===== config.mk =====
export PLATFORM = sky130hd
export DESIGN_NAME = wrapping_text_console_writer_unit
export DESIGN_NICKNAME = d
export VERILOG_FILES = /design/src/rtl/wtc_pkg.sv /design/src/rtl/wrapping_text_console_writer_unit.sv /design/src/rtl/wtc_step.sv
export VERILOG_INCLUDE_DIRS = /design/src /design/src/rtl
export SDC_FILE = /design/constraint.sdc
export NUM_CORES = 1
export LEC_CHECK = 0
export BUFFER_PORTS_ARGS = -buffer_cell sky130_fd_sc_hd__buf_2
export CAP_MARGIN = 20
export CORE_AREA = 4 4 95 97
export DETAILED_ROUTE_END_ITERATION = 8
export DIE_AREA = 0 0 99 101
export GPL_TIMING_DRIVEN = 0
export PLACE_DENSITY = 0.85
export REMOVE_ABC_BUFFERS = 1
export SYNTH_ARGS = -nofsm -noshare
export SYNTH_HDL_FRONTEND = slang
export SYNTH_SLANG_ARGS = --single-unit

===== constraint.sdc =====
create_clock -name clk -period 6.87 [get_ports clk]
set_input_delay 1.0305 -clock clk [delete_from_list [all_inputs] [get_ports clk]]
set_output_delay 1.0305 -clock clk [all_outputs]
set_load 0.02 [all_outputs]

===== src/rtl/wrapping_text_console_writer_unit_defines.svh =====
// Assertion macros for the console writer RTL.
`ifndef WRAPPING_TEXT_CONSOLE_WRITER_UNIT_DEFINES_SVH
`define WRAPPING_TEXT_CONSOLE_WRITER_UNIT_DEFINES_SVH

// Same-cycle implication, checked on every rising edge outside reset.
`define WTC_ASSERT_NOW(label, ante, cons, msg) \
  label: assert property (@(posedge clk) disable iff (rst) (ante) |-> (cons)) \
    else $error(msg);

// Next-cycle implication, checked on every rising edge outside reset.
`define WTC_ASSERT_NEXT(label, ante, cons, msg) \
  label: assert property (@(posedge clk) disable iff (rst) (ante) |=> (cons)) \
    else $error(msg);

`endif


===== src/rtl/wtc_pkg.sv =====
package wtc_pkg;

  // Default screen geometry.
  localparam int COLUMNS_DEF   = 80;
  localparam int ROWS_DEF      = 25;
  localparam int TAB_WIDTH_DEF = 8;

  // Fixed field widths.
  localparam int IDX_W   = 11;
  localparam int CHAR_W  = 8;
  localparam int COLOR_W = 4;

  // Control characters that move the cursor.
  localparam logic [CHAR_W-1:0] CH_BS  = 8'h08;
  localparam logic [CHAR_W-1:0] CH_TAB = 8'h09;
  localparam logic [CHAR_W-1:0] CH_LF  = 8'h0A;
  localparam logic [CHAR_W-1:0] CH_CR  = 8'h0D;

  // Glyph used to blank a row.
  localparam logic [CHAR_W-1:0] BLANK_GLYPH = 8'h20;

  // Write kinds of a result word.
  localparam logic KIND_CELL = 1'b0;
  localparam logic KIND_FILL = 1'b1;

  // One result word plus a flag telling whether the byte produced one.
  typedef struct packed {
    logic                  has_result;
    logic                  write_kind;
    logic [IDX_W-1:0]      cell_index;
    logic [CHAR_W-1:0]     glyph;
    logic [2*COLOR_W-1:0]  attribute;
    logic [IDX_W-1:0]      cursor_pos;
  } result_t;

endpackage


===== src/rtl/wrapping_text_console_writer_unit.sv =====
// Channel   Handshake             Payload
// input     in_valid / in_stall   char_code, home, fg, bg
// output    out_valid / out_stall write_kind, cell_index, glyph, attribute, cursor_pos
//
// One byte is taken per cycle while in_stall is low; it goes to the input register and its
// result word to the result register. The rate is set by the cursor update between them.
// Bytes that move the cursor without writing give no word.
// Reset (rst, synchronous) puts the cursor at row 0, column 0 and clears the wrap flag.
// A stalled result word holds; the input register stalls only while it is full behind it.
`include "wrapping_text_console_writer_unit_defines.svh"

module wrapping_text_console_writer_unit #(
  parameter int COLUMNS   = wtc_pkg::COLUMNS_DEF,
  parameter int ROWS      = wtc_pkg::ROWS_DEF,
  parameter int TAB_WIDTH = wtc_pkg::TAB_WIDTH_DEF
) (
  input  logic                          clk,
  input  logic                          rst,
  input  logic                          in_valid,
  output logic                          in_stall,
  input  logic [wtc_pkg::CHAR_W-1:0]    char_code,
  input  logic                          home,
  input  logic [wtc_pkg::COLOR_W-1:0]   fg,
  input  logic [wtc_pkg::COLOR_W-1:0]   bg,
  output logic                          out_valid,
  input  logic                          out_stall,
  output logic                          write_kind,
  output logic [wtc_pkg::IDX_W-1:0]     cell_index,
  output logic [wtc_pkg::CHAR_W-1:0]    glyph,
  output logic [2*wtc_pkg::COLOR_W-1:0] attribute,
  output logic [wtc_pkg::IDX_W-1:0]     cursor_pos
);
  import wtc_pkg::*;

  localparam int CW = $clog2(COLUMNS);
  localparam int RW = $clog2(ROWS);

  logic                in_full;
  logic [CHAR_W-1:0]   char_q;
  logic                home_q;
  logic [COLOR_W-1:0]  fg_q;
  logic [COLOR_W-1:0]  bg_q;
  logic [CW-1:0]       cursor_col;
  logic [RW-1:0]       cursor_row;
  logic                has_wrapped;
  logic [CW-1:0]       col_next;
  logic [RW-1:0]       row_next;
  logic                set_wrap;
  result_t             res;
  logic                adv;
  logic                process;

  // The word in the input register moves on whenever the result slot is free.
  assign adv      = !out_valid || !out_stall;
  assign process  = in_full && adv;
  assign in_stall = in_full && !adv;

  // Input register.
  always_ff @(posedge clk) begin
    if (rst) begin
      in_full <= 1'b0;
    end else if (!in_stall) begin
      in_full <= in_valid;
    end
    if (in_valid && !in_stall) begin
      char_q <= char_code;
      home_q <= home;
      fg_q   <= fg;
      bg_q   <= bg;
    end
  end

  wtc_step #(
    .COLUMNS   (COLUMNS),
    .ROWS      (ROWS),
    .TAB_WIDTH (TAB_WIDTH)
  ) u_step (
    .col       (cursor_col),
    .row       (cursor_row),
    .wrapped   (has_wrapped),
    .char_code (char_q),
    .home      (home_q),
    .fg        (fg_q),
    .bg        (bg_q),
    .col_next  (col_next),
    .row_next  (row_next),
    .set_wrap  (set_wrap),
    .res       (res)
  );

  // Cursor state advances once per processed byte.
  always_ff @(posedge clk) begin
    if (rst) begin
      cursor_col  <= '0;
      cursor_row  <= '0;
      has_wrapped <= 1'b0;
    end else if (process) begin
      cursor_col  <= col_next;
      cursor_row  <= row_next;
      has_wrapped <= has_wrapped | set_wrap;
    end
  end

  // Result register.
  always_ff @(posedge clk) begin
    if (rst) begin
      out_valid <= 1'b0;
    end else if (adv) begin
      out_valid <= process && res.has_result;
    end
    if (process && res.has_result) begin
      write_kind <= res.write_kind;
      cell_index <= res.cell_index;
      glyph      <= res.glyph;
      attribute  <= res.attribute;
      cursor_pos <= res.cursor_pos;
    end
  end

  // Checks on the cursor state and the flow control.
  `WTC_ASSERT_NEXT(a_wrap_sticky, has_wrapped, has_wrapped, "wrap flag was cleared")
  `WTC_ASSERT_NOW(a_cursor_range, 1'b1,
    ({1'b0, cursor_col} < (CW+1)'(COLUMNS)) && ({1'b0, cursor_row} < (RW+1)'(ROWS)),
    "cursor left the screen")
  `WTC_ASSERT_NOW(a_fill_after_wrap, out_valid && (write_kind == KIND_FILL), has_wrapped, "row fill before any wrap")
  `WTC_ASSERT_NOW(a_stall_cause, in_stall, in_full && out_valid && out_stall, "input stalled with a free result slot")

endmodule


===== src/rtl/wtc_step.sv =====
module wtc_step #(
  parameter int COLUMNS   = wtc_pkg::COLUMNS_DEF,
  parameter int ROWS      = wtc_pkg::ROWS_DEF,
  parameter int TAB_WIDTH = wtc_pkg::TAB_WIDTH_DEF
) (
  input  logic [$clog2(COLUMNS)-1:0]     col,
  input  logic [$clog2(ROWS)-1:0]        row,
  input  logic                           wrapped,
  input  logic [wtc_pkg::CHAR_W-1:0]     char_code,
  input  logic                           home,
  input  logic [wtc_pkg::COLOR_W-1:0]    fg,
  input  logic [wtc_pkg::COLOR_W-1:0]    bg,
  output logic [$clog2(COLUMNS)-1:0]     col_next,
  output logic [$clog2(ROWS)-1:0]        row_next,
  output logic                           set_wrap,
  output wtc_pkg::result_t               res
);
  import wtc_pkg::*;

  localparam int CW  = $clog2(COLUMNS);
  localparam int RW  = $clog2(ROWS);
  localparam int CAW = $clog2(COLUMNS + TAB_WIDTH);
  localparam int RAW = $clog2(ROWS + 1);
  localparam int PW  = $clog2(ROWS * COLUMNS + 1);

  logic [CAW-1:0] tab_tbl [2**CW];
  logic [CW-1:0]  col0;
  logic [RW-1:0]  row0;
  logic [CAW-1:0] col_a;
  logic [RAW-1:0] row_a;
  logic           lf;
  logic           prn;
  logic [PW-1:0]  cell_w;
  logic [PW-1:0]  fill_w;

  // Next tab stop for every column, worked out at elaboration.
  for (genvar g = 0; g < 2**CW; g++) begin : g_tab
    assign tab_tbl[g] = CAW'(g + TAB_WIDTH - (g % TAB_WIDTH));
  end

  // Cursor movement for the byte, then column wrap, then row wrap.
  always_comb begin
    col0  = home ? '0 : col;
    row0  = home ? '0 : row;
    col_a = CAW'(col0);
    row_a = RAW'(row0);
    lf    = 1'b0;
    prn   = 1'b0;
    priority if (char_code == CH_BS) begin
      if (col0 != '0) begin
        col_a = CAW'(col0) - CAW'(1);
      end
    end else if (char_code == CH_TAB) begin
      col_a = tab_tbl[col0];
    end else if (char_code == CH_CR) begin
      col_a = '0;
    end else if (char_code == CH_LF) begin
      col_a = '0;
      row_a = RAW'(row0) + RAW'(1);
      lf    = 1'b1;
    end else if (!char_code[7] && (char_code[6:5] != 2'b00)) begin
      prn   = 1'b1;
      col_a = CAW'(col0) + CAW'(1);
    end else begin
      prn = 1'b0;
    end

    if (col_a >= CAW'(COLUMNS)) begin
      col_a = '0;
      row_a = row_a + RAW'(1);
    end

    set_wrap = (row_a >= RAW'(ROWS));
    if (set_wrap) begin
      col_a = '0;
      row_a = '0;
    end

    col_next = col_a[CW-1:0];
    row_next = row_a[RW-1:0];
  end

  // Cell address of the written character and start of the filled row.
  assign cell_w = PW'(row0) * PW'(COLUMNS) + PW'(col0);
  assign fill_w = PW'(row_next) * PW'(COLUMNS);

  // Result word: a row fill for a line feed after the screen has wrapped, or a cell write for a printable byte.
  always_comb begin
    res.has_result = 1'b0;
    res.write_kind = KIND_CELL;
    res.cell_index = IDX_W'(cell_w);
    res.glyph      = char_code;
    res.attribute  = {bg, fg};
    res.cursor_pos = IDX_W'(cell_w + PW'(1));
    if (lf && wrapped) begin
      res.has_result = 1'b1;
      res.write_kind = KIND_FILL;
      res.cell_index = IDX_W'(fill_w);
      res.glyph      = BLANK_GLYPH;
      res.cursor_pos = IDX_W'(fill_w + PW'(COLUMNS));
    end else if (prn) begin
      res.has_result = 1'b1;
    end
  end

endmodule


==> results of run 1 <==
==> routing by layer <==
| layer | vias to the layer above | global-route usage, % | wire, µm |
|---|---|---|---|
| li1 | 1698 | - | - |
| met1 | 1674 | 25.9 | 4120 |
| met2 | 160 | 35.4 | 4900 |
| met3 | 30 | 5.12 | 751 |
| met4 | 0 | 8.72 | 321 |
| met5 | - | 0 | 0 |
==> stage by stage <==
| step | setup WS (ns) | utilization (%) |
|---|---|---|
| 6_report | 0.456 | 62.0 |
| 3_5_place_dp | 0.658 | 59.4 |
| 5_1_grt | 0.0322 | 62.0 |
| 3_3_place_gp | 0.838 | 58.9 |
| 2_1_floorplan | 1.80 | - |
| 4_1_cts | 0.624 | 62.0 |
==> cell usage after synthesis (4+ instances only) <==
cell type,count
a21o_1,6
o211ai_1,5
inv_1,22
ha_1,24
nand4_1,4
xnor2_1,21
nor2_1,39
or3_1,4
mux2i_1,8
a21oi_1,25
o21ai_0,18
xor2_1,14
nand3_1,6
dfxtp_1,15
nor2b_1,11
nor4_1,5
nand2_1,50
clkbuf_1,19
nand4b_1,4
nor3b_1,5
and2_1,6
nor3_1,10
edfxtp_1,56
==> worst max-delay path, stage by stage (launching register included) <==
cell and delay, ns:
edfxtp_1 0.81, inv_2 0.25, nand2_1 0.26, inv_1 0.17
ha_1 0.36, nand4_1 0.14, o21ai_0 0.19, ha_1 0.36
xor2_1 0.27, mux2_2 0.38, o221ai_2 0.20, a211oi_1 0.10
a21oi_1 0.21, mux2i_1 0.16, nor3_1 0.49, ha_1 0.23
ha_1 0.16, inv_1 0.06, fa_1 0.38, xnor2_1 0.40
nor3b_1 0.34, or3_1 0.16, a31oi_1 0.08
==> cell families after synthesis <==
group,synth area share [%]
buffers and inverters,4.00
multiplexers,2.57
flip-flops,44.7
XOR/XNOR,6.91
AND/OR/NAND/NOR,20.1
adder cells (fa/ha/maj),8.12
AO/OA/AOI/OAI,13.7
==> flip-flops by register name, summed over array words and instances, names as in the netlist, 4 cells and up <==
name / count
attribute: 8
bg_q: 4
cell_index: 11
char_q: 8
cursor_col: 7
cursor_pos: 11
cursor_row: 5
fg_q: 4
glyph: 8
==> power groups by stage <==
stage | registers, mW | logic (mW) | clock network, mW
after floorplan | 0.497 | 0.0206 | 0
after global placement | 0.493 | 0.0419 | 0
after detailed placement | 0.493 | 0.0455 | 0
after CTS | 0.483 | 0.0457 | 0.363
after global routing | 0.485 | 0.0499 | 0.382
final | 0.484 | 0.0455 | 0.360
==> final cells by class <==
class / instances / area, µm²
multi-input cells: 326 / 2290
clock buffers: 9 / 124
flip-flops and latches: 71 / 1980
inverters: 24 / 90.1
repair buffers: 63 / 340
well taps: 105 / 131
clock inverters: 7 / 86.3
fillers: 681 / 3090
==> final timing paths <==
| path | end | from | slack, ns |
|---|---|---|---|
| setup reg to reg | cursor_pos[10] | home_q | 0.46 |
| hold reg to reg | attribute[4] | bg_q[0] | 0.43 |
| setup / recovery | cursor_pos[10] | home_q | 0.46 |
| hold / removal | attribute[4] | bg_q[0] | 0.43 |
==> flow_summary.toml, run 1 <==
[floorplan]
die-area_um2 = 10000
num_io_pins = 62
initial_core_util_pct = 54.6
die_width_um = 99
row_count = 33
coreArea_um2 = 8130
die_h_um = 101

[synth]
syn_area_um2 = 4440
async_flop_share_pct = 0
synth.top_cell.area_share_pct = 37.9
ys.flop_type = "edfxtp_1"
ys_seq_area_share_pct = 44.7
synth_top_cell_by_area = "edfxtp_1"
ys_ff_latch = 71
yosysWarningCount = 0
syn_area_per_cell_um2 = 10.0
synth_cell_types = 64
postSynthCellCount = 443
netlist_top_cells_area = "edfxtp_1 38%, dfxtp_1 6.8%, ha_1 6.8%"
synth-edff-count = 56

[pwr]
power.density_nw_per_um2 = 176
pwr-share-comb_pct = 5.1
p_seq_share_pct = 54.4
leakagePower_nw = 2.04
p_int_uw = 666
switchingPower_uw = 223
netSwitchingFraction_pct = 25.1
clock_power_share_pct = 40.5
ir_drop_mv = 0.184
total_power_uw = 889

[clocking]
cts_tree = "yes"
clock-sinks = 71
worstSkewPairLatency_ns = 0.36
cts-htree-levels = 3
cts-resized-gates = 0
cts_hold_buffers = 0
cts-buffers-inserted = 9
cts_buffer_depth = 2
cts_setup_buffers = 0
cts.root.buffer_cell = "clkbuf_8"
clk_pin_slew_ns = 0.09

[layout]
syn_to_final_growth_pct = 13.6
diodes = 0
drive_gt1_share_pct = 20.8
fin_cells = 605
finalInstanceArea_um2 = 5040
layout_common_cells = "61 x buf_2, 56 x edfxtp_1, 50 x nand2_1, 39 x nor2_1"
final_common_cell = "buf_2"
layout.nets = 543

[global_routing]
gr-usage-all-layers_pct = 21.0
gr-total-overflow = 0
antenna_found_initial = 0
grt_max_degree = 28
grt_pass1_vias = 3511
grt_pass1_wl_mm = 16.8

[drt]
wl_per_cell_um = 16.7
ant_nets = 0
drcViolationCount = 0
wirelength_mm = 10.1
dr_total_vias = 3562
drt_iter0_markers = 297
first_pass_iters = 5
via_per_inst = 5.89

[timing]
tightest_slew_ns = 0.925
hold_viol = 0
clock_skew_ns = 0.0116
rsz0062_at_grt = "no"
fin_crit_sh_pct = 93.4
setup-tns-final_ns = 0
hold-worst-slack_ns = 0.428
max_slew_margin_pct = 38.2
period_needed_ns = 6.41
max_freq_ghz = 0.156
finalSetupViolCount = 0
slew_viol_final = 0

[placement]
placed_area_um2 = 4830
dp.final_hpwl_mm = 7.44
port_buffers = 61
dp.cells = 589
gp_congestion = 0.950

[worst_setup_path]
critPathKind = "reg -> reg"
crit_arrival_ns = 6.50
cp-end-kind = "register"
worstPathRequired_ns = 6.96
r2r_cells = 22
cp-start-kind = "register"
cp_max_fo = 21

[outcome]
status = "finished clean"

[hold_path]
min_path_cells = 0
holdCritPathClass = "reg -> reg"

[run]
maxCapViolations = 0
No activity file was read; power rests on OpenSTA's default activity.
==> run 2, diff against run 1 <==
Settings changed: BUFFER_PORTS_ARGS -buffer_cell sky130_fd_sc_hd__buf_2 to -buffer_cell sky130_fd_sc_hd__clkbuf_2.
==> flow_summary.toml, run 2 (synthesis gave the netlist of run 1 again) <==
[outcome]
status = "finished clean"

[layout]
finalInstanceArea_um2 = 5020
layout.nets = 543
drive_gt1_share_pct = 20.8
fillerInstances = 672
diodes = 0
syn_to_final_growth_pct = 13.1
fin_cells = 605
final_common_cell = "clkbuf_2"
layout_common_cells = "61 x clkbuf_2, 56 x edfxtp_1, 50 x nand2_1, 39 x nor2_1"
largestRegisters = "cell_index: 11 flops, cursor_pos: 11 flops"

[clocking]
cts_hold_buffers = 0
clock-sinks = 71
cts-resized-gates = 0
cts-buffers-inserted = 9
cts-htree-levels = 3
cts_setup_buffers = 0
cts.root.buffer_cell = "clkbuf_8"
worstSkewPairLatency_ns = 0.36
clk_pin_slew_ns = 0.09
cts_buffer_depth = 2
cts_tree = "yes"

[timing]
setup-tns-final_ns = 0
tightest_slew_ns = 1.00
hold-worst-slack_ns = 0.430
max_slew_margin_pct = 32.9
slew_viol_final = 0
rsz0062_at_grt = "no"
period_needed_ns = 6.24
finalSetupViolCount = 0
max_freq_ghz = 0.160
hold_viol = 0
clock_skew_ns = 0.0125
fin_crit_sh_pct = 90.8

[global_routing]
grt_pass1_wl_mm = 15.9
gr-usage-all-layers_pct = 20.0
busiest_layer = "met2"
met1_usage_pct = 25.3
use_met3_pct = 4.71
grt_pass1_vias = 3350
grt_use_met2_pct = 33.1
antenna_found_initial = 0
gr-total-overflow = 0
grt_max_degree = 27

[drt]
wl_per_cell_um = 16.1
ant_nets = 0
first_pass_iters = 5
wirelength_mm = 9.72
dr_total_vias = 3517
drcViolationCount = 0
drt_iter0_markers = 233
via_per_inst = 5.81

[worst_setup_path]
r2r_slack_ns = 0.63
r2r_start = "home_q"
startpoint = "home_q"
critPathKind = "reg -> reg"
r2r_cells = 22
cp_max_fo = 21
cp-end-kind = "register"
crit_path_frequent_cell = "ha_1"
cp-start-kind = "register"
worstPathRequired_ns = 6.95
path_cells = "inv_2 -> nand2_1 -> inv_1 -> ha_1 -> nand4_1 -> o21ai_0 -> ha_1 -> xor2_1 -> mux2_2 -> o221ai_2 -> a211oi_1 -> a21oi_1 -> mux2i_1 -> nor3_1 -> ha_1 -> ha_1 -> inv_1 -> fa_1 -> xnor2_1 -> nor3b_1 -> or3_1 -> a31oi_1"
r2r-end = "cursor_pos[10]"
critPathMaxStageDelay_ns = 0.81
crit_slowest_cell = "edfxtp_1"
crit_arrival_ns = 6.32

[floorplan]
initial_core_util_pct = 54.6
num_io_pins = 62
die-area_um2 = 10000
row_count = 33
die_width_um = 99
die_h_um = 101
coreArea_um2 = 8130

[placement]
gp_congestion = 0.947
dp.final_hpwl_mm = 7.15
placed_area_um2 = 4830
port_buffers = 61
dp.cells = 589

[pwr]
ir_drop_mv = 0.118
pwr-share-comb_pct = 5.3
power.density_nw_per_um2 = 170
netSwitchingFraction_pct = 26.2
total_power_uw = 851
p_seq_share_pct = 56.9
leakagePower_nw = 2.03
p_int_uw = 628
switchingPower_uw = 223
clock_power_share_pct = 37.8

[hold_path]
min_from = "bg_q[0]"
min_path_cells = 0
holdCritPathClass = "reg -> reg"
hold_end = "attribute[4]"

[run]
maxCapViolations = 0
==> run 2: worst max-delay path by stage <==
stage | endpoint | slack [ns] | cells past startpoint
floorplan | cursor_pos[10] | 1.80 | 19
global route | cursor_pos[10] | 0.12 | 22
finish | cursor_pos[10] | 0.63 | 22
CTS | cursor_pos[10] | 0.69 | 22
global placement | cursor_pos[10] | 0.81 | 22
detailed placement | cursor_pos[10] | 0.73 | 22
==> run 2: worst max-delay path: cells and delay by family (launching register included) <==
family                   cells  cell delay (ns)
flip-flops                   1             0.81
XOR/XNOR                     2             0.67
buffers and inverters        3             0.45
adder cells (fa/ha/maj)      5             1.45
AND/OR/NAND/NOR              5             1.29
multiplexers                 2             0.53
AO/OA/AOI/OAI                5             0.75
==> run 2: power by group through the flow <==
stage                     registers, mW  clock network, mW  logic, mW
final                             0.484              0.322     0.0453
after global routing              0.485              0.345     0.0499
after global placement            0.494                  0     0.0420
after floorplan                   0.497                  0     0.0206
after detailed placement          0.493                  0     0.0455
after CTS                         0.484              0.326     0.0456
==> run 2: stage by stage <==
| stage | utilization [%] | setup slack [ns] |
|---|---|---|
| global placement | 58.9 | 0.813 |
| finish | 61.7 | 0.634 |
| CTS | 61.7 | 0.693 |
| detailed placement | 59.4 | 0.726 |
| floorplan | - | 1.80 |
| global route | 61.7 | 0.120 |
==> run 2: layer usage <==
layer | part of all wire [%] | vias to the layer above | routed length [µm]
met3 | 6.4 | 18 | 626
met2 | 49 | 136 | 4730
met4 | 1.9 | 0 | 188
met1 | 43 | 1663 | 4180
met5 | 0 | - | 0
li1 | - | 1700 | -
==> run 2: area by class of cell <==
type	instances	area, µm²	share of cell area (%)
multi-input combinational	326	2290	45.6
sequential	71	1980	39.5
timing repair buffer	63	340	6.78
tap	105	131	2.62
clock buffer	9	124	2.47
inverter	24	90.1	1.80
clock inverter	7	61.3	1.22
==> run 3, diff against run 2 <==
Settings changed: RECOVER_POWER from default to 25.
==> flow_summary.toml, run 3 (synthesis gave the netlist of run 1 again) <==
[outcome]
status = "finished clean"

[layout]
syn_to_final_growth_pct = 12.7
largestRegisters = "cell_index: 11 flops, cursor_pos: 11 flops"
layout_common_cells = "56 x edfxtp_1, 50 x nand2_1, 48 x clkbuf_2, 39 x nor2_1"
layout.nets = 543
diodes = 0
drive_gt1_share_pct = 18.2
final_common_cell = "edfxtp_1"

[worst_setup_path]
worstPathRequired_ns = 6.95
path_cells = "inv_2 -> nand2_1 -> inv_1 -> ha_1 -> nand4_1 -> o21ai_0 -> ha_1 -> xor2_1 -> mux2_2 -> o221ai_2 -> a211oi_1 -> a21oi_1 -> mux2i_1 -> nor3_1 -> ha_1 -> ha_1 -> inv_1 -> fa_1 -> xnor2_1 -> nor3b_1 -> or3_1 -> a31oi_1"
cp-end-kind = "register"
cp-start-kind = "register"
critPathMaxStageDelay_ns = 0.81
crit_arrival_ns = 6.33
critPathKind = "reg -> reg"
crit_path_frequent_cell = "ha_1"
path_delay_family = "adder cells"
crit_slowest_cell = "edfxtp_1"
cp_max_fo = 21
crit_buf_inv = 3

[clocking]
cts_hold_buffers = 0
cts.root.buffer_cell = "clkbuf_8"
cts_setup_buffers = 0
clk_pin_slew_ns = 0.09
worstSkewPairLatency_ns = 0.36
cts_buffer_depth = 2
cts-resized-gates = 0
cts-buffers-inserted = 9
cts_tree = "yes"
cts-htree-levels = 3
clock-sinks = 71

[placement]
gp_congestion = 0.947
dp.final_hpwl_mm = 7.15
port_buffers = 61

[pwr]
total_power_uw = 851
leakagePower_nw = 1.99
ir_drop_mv = 0.118
power.density_nw_per_um2 = 170

[hold_path]
holdCritPathClass = "reg -> reg"

[drt]
via_per_inst = 5.81
wirelength_mm = 9.80
drcViolationCount = 0
drt_iter0_markers = 246
ant_nets = 0
dr_total_vias = 3513
first_pass_iters = 5
wl_per_cell_um = 16.2

[timing]
rsz0062_at_grt = "no"
fin_crit_sh_pct = 90.9
hold_viol = 0
period_needed_ns = 6.24
clock_skew_ns = 0.0121
finalSetupViolCount = 0
setup-tns-final_ns = 0
max_slew_margin_pct = 35.2
slew_viol_final = 0
tightest_slew_ns = 0.970
max_freq_ghz = 0.160

[global_routing]
grt_pass1_wl_mm = 15.9
grt_pass1_vias = 3350
gr-usage-all-layers_pct = 20.0
antenna_found_initial = 0
gr-total-overflow = 0
grt_max_degree = 27

[floorplan]
num_io_pins = 62
die-area_um2 = 10000
initial_core_util_pct = 54.6
row_count = 33
die_width_um = 99
die_h_um = 101
coreArea_um2 = 8130

[run]
maxCapViolations = 0
run 3: cell counts in the layout (fill, tap and decap cells not counted):
Identical to the previous run, type by type.
run 3: power by group:
part	leakage (nW)	internal [mW]	switching (mW)
Combinational	1.23	0.0156	0.0295
Sequential	0.670	0.474	0.0100
Clock	0.0888	0.138	0.184
Total	1.99	0.627	0.224
run 3: layer usage:
metal	GRT usage [%]	part of all wire, %
met4	7.88	2.1
met5	0	0
met1	25.3	43
met3	4.71	6.7
met2	33.1	48
run 3: path summary, 6_finish.rpt:
path	start	to	slack [ns]	depth (start not counted)
setup reg to reg	home_q	cursor_pos[10]	0.63	22
hold reg to reg	bg_q[0]	attribute[4]	0.43	0
setup / recovery	home_q	cursor_pos[10]	0.63	22
hold / removal	bg_q[0]	attribute[4]	0.43	0
run 3: cell type report:
cell class / count / area (µm²)
clock buffer: 9 / 124
fill: 675 / 3130
tap: 105 / 131
timing repair buffer: 63 / 324
clock inverter: 7 / 61.3
sequential: 71 / 1980
multi-input combinational: 326 / 2290
inverter: 24 / 90.1
run 3: stage by stage:
step                      cell area, µm²  utilization [%]  setup WS [ns]  hold slack [ns]  instances
after detailed placement            4830             59.4          0.726            0.405        589
after CTS                           5020             61.7          0.693            0.432        605
after floorplan                     4350                -           1.80            0.400        421
after global placement              4790             58.9          0.813            0.403        587
after global routing                5000             61.5          0.120            0.436        605
final                               5000             61.5          0.627            0.430        605
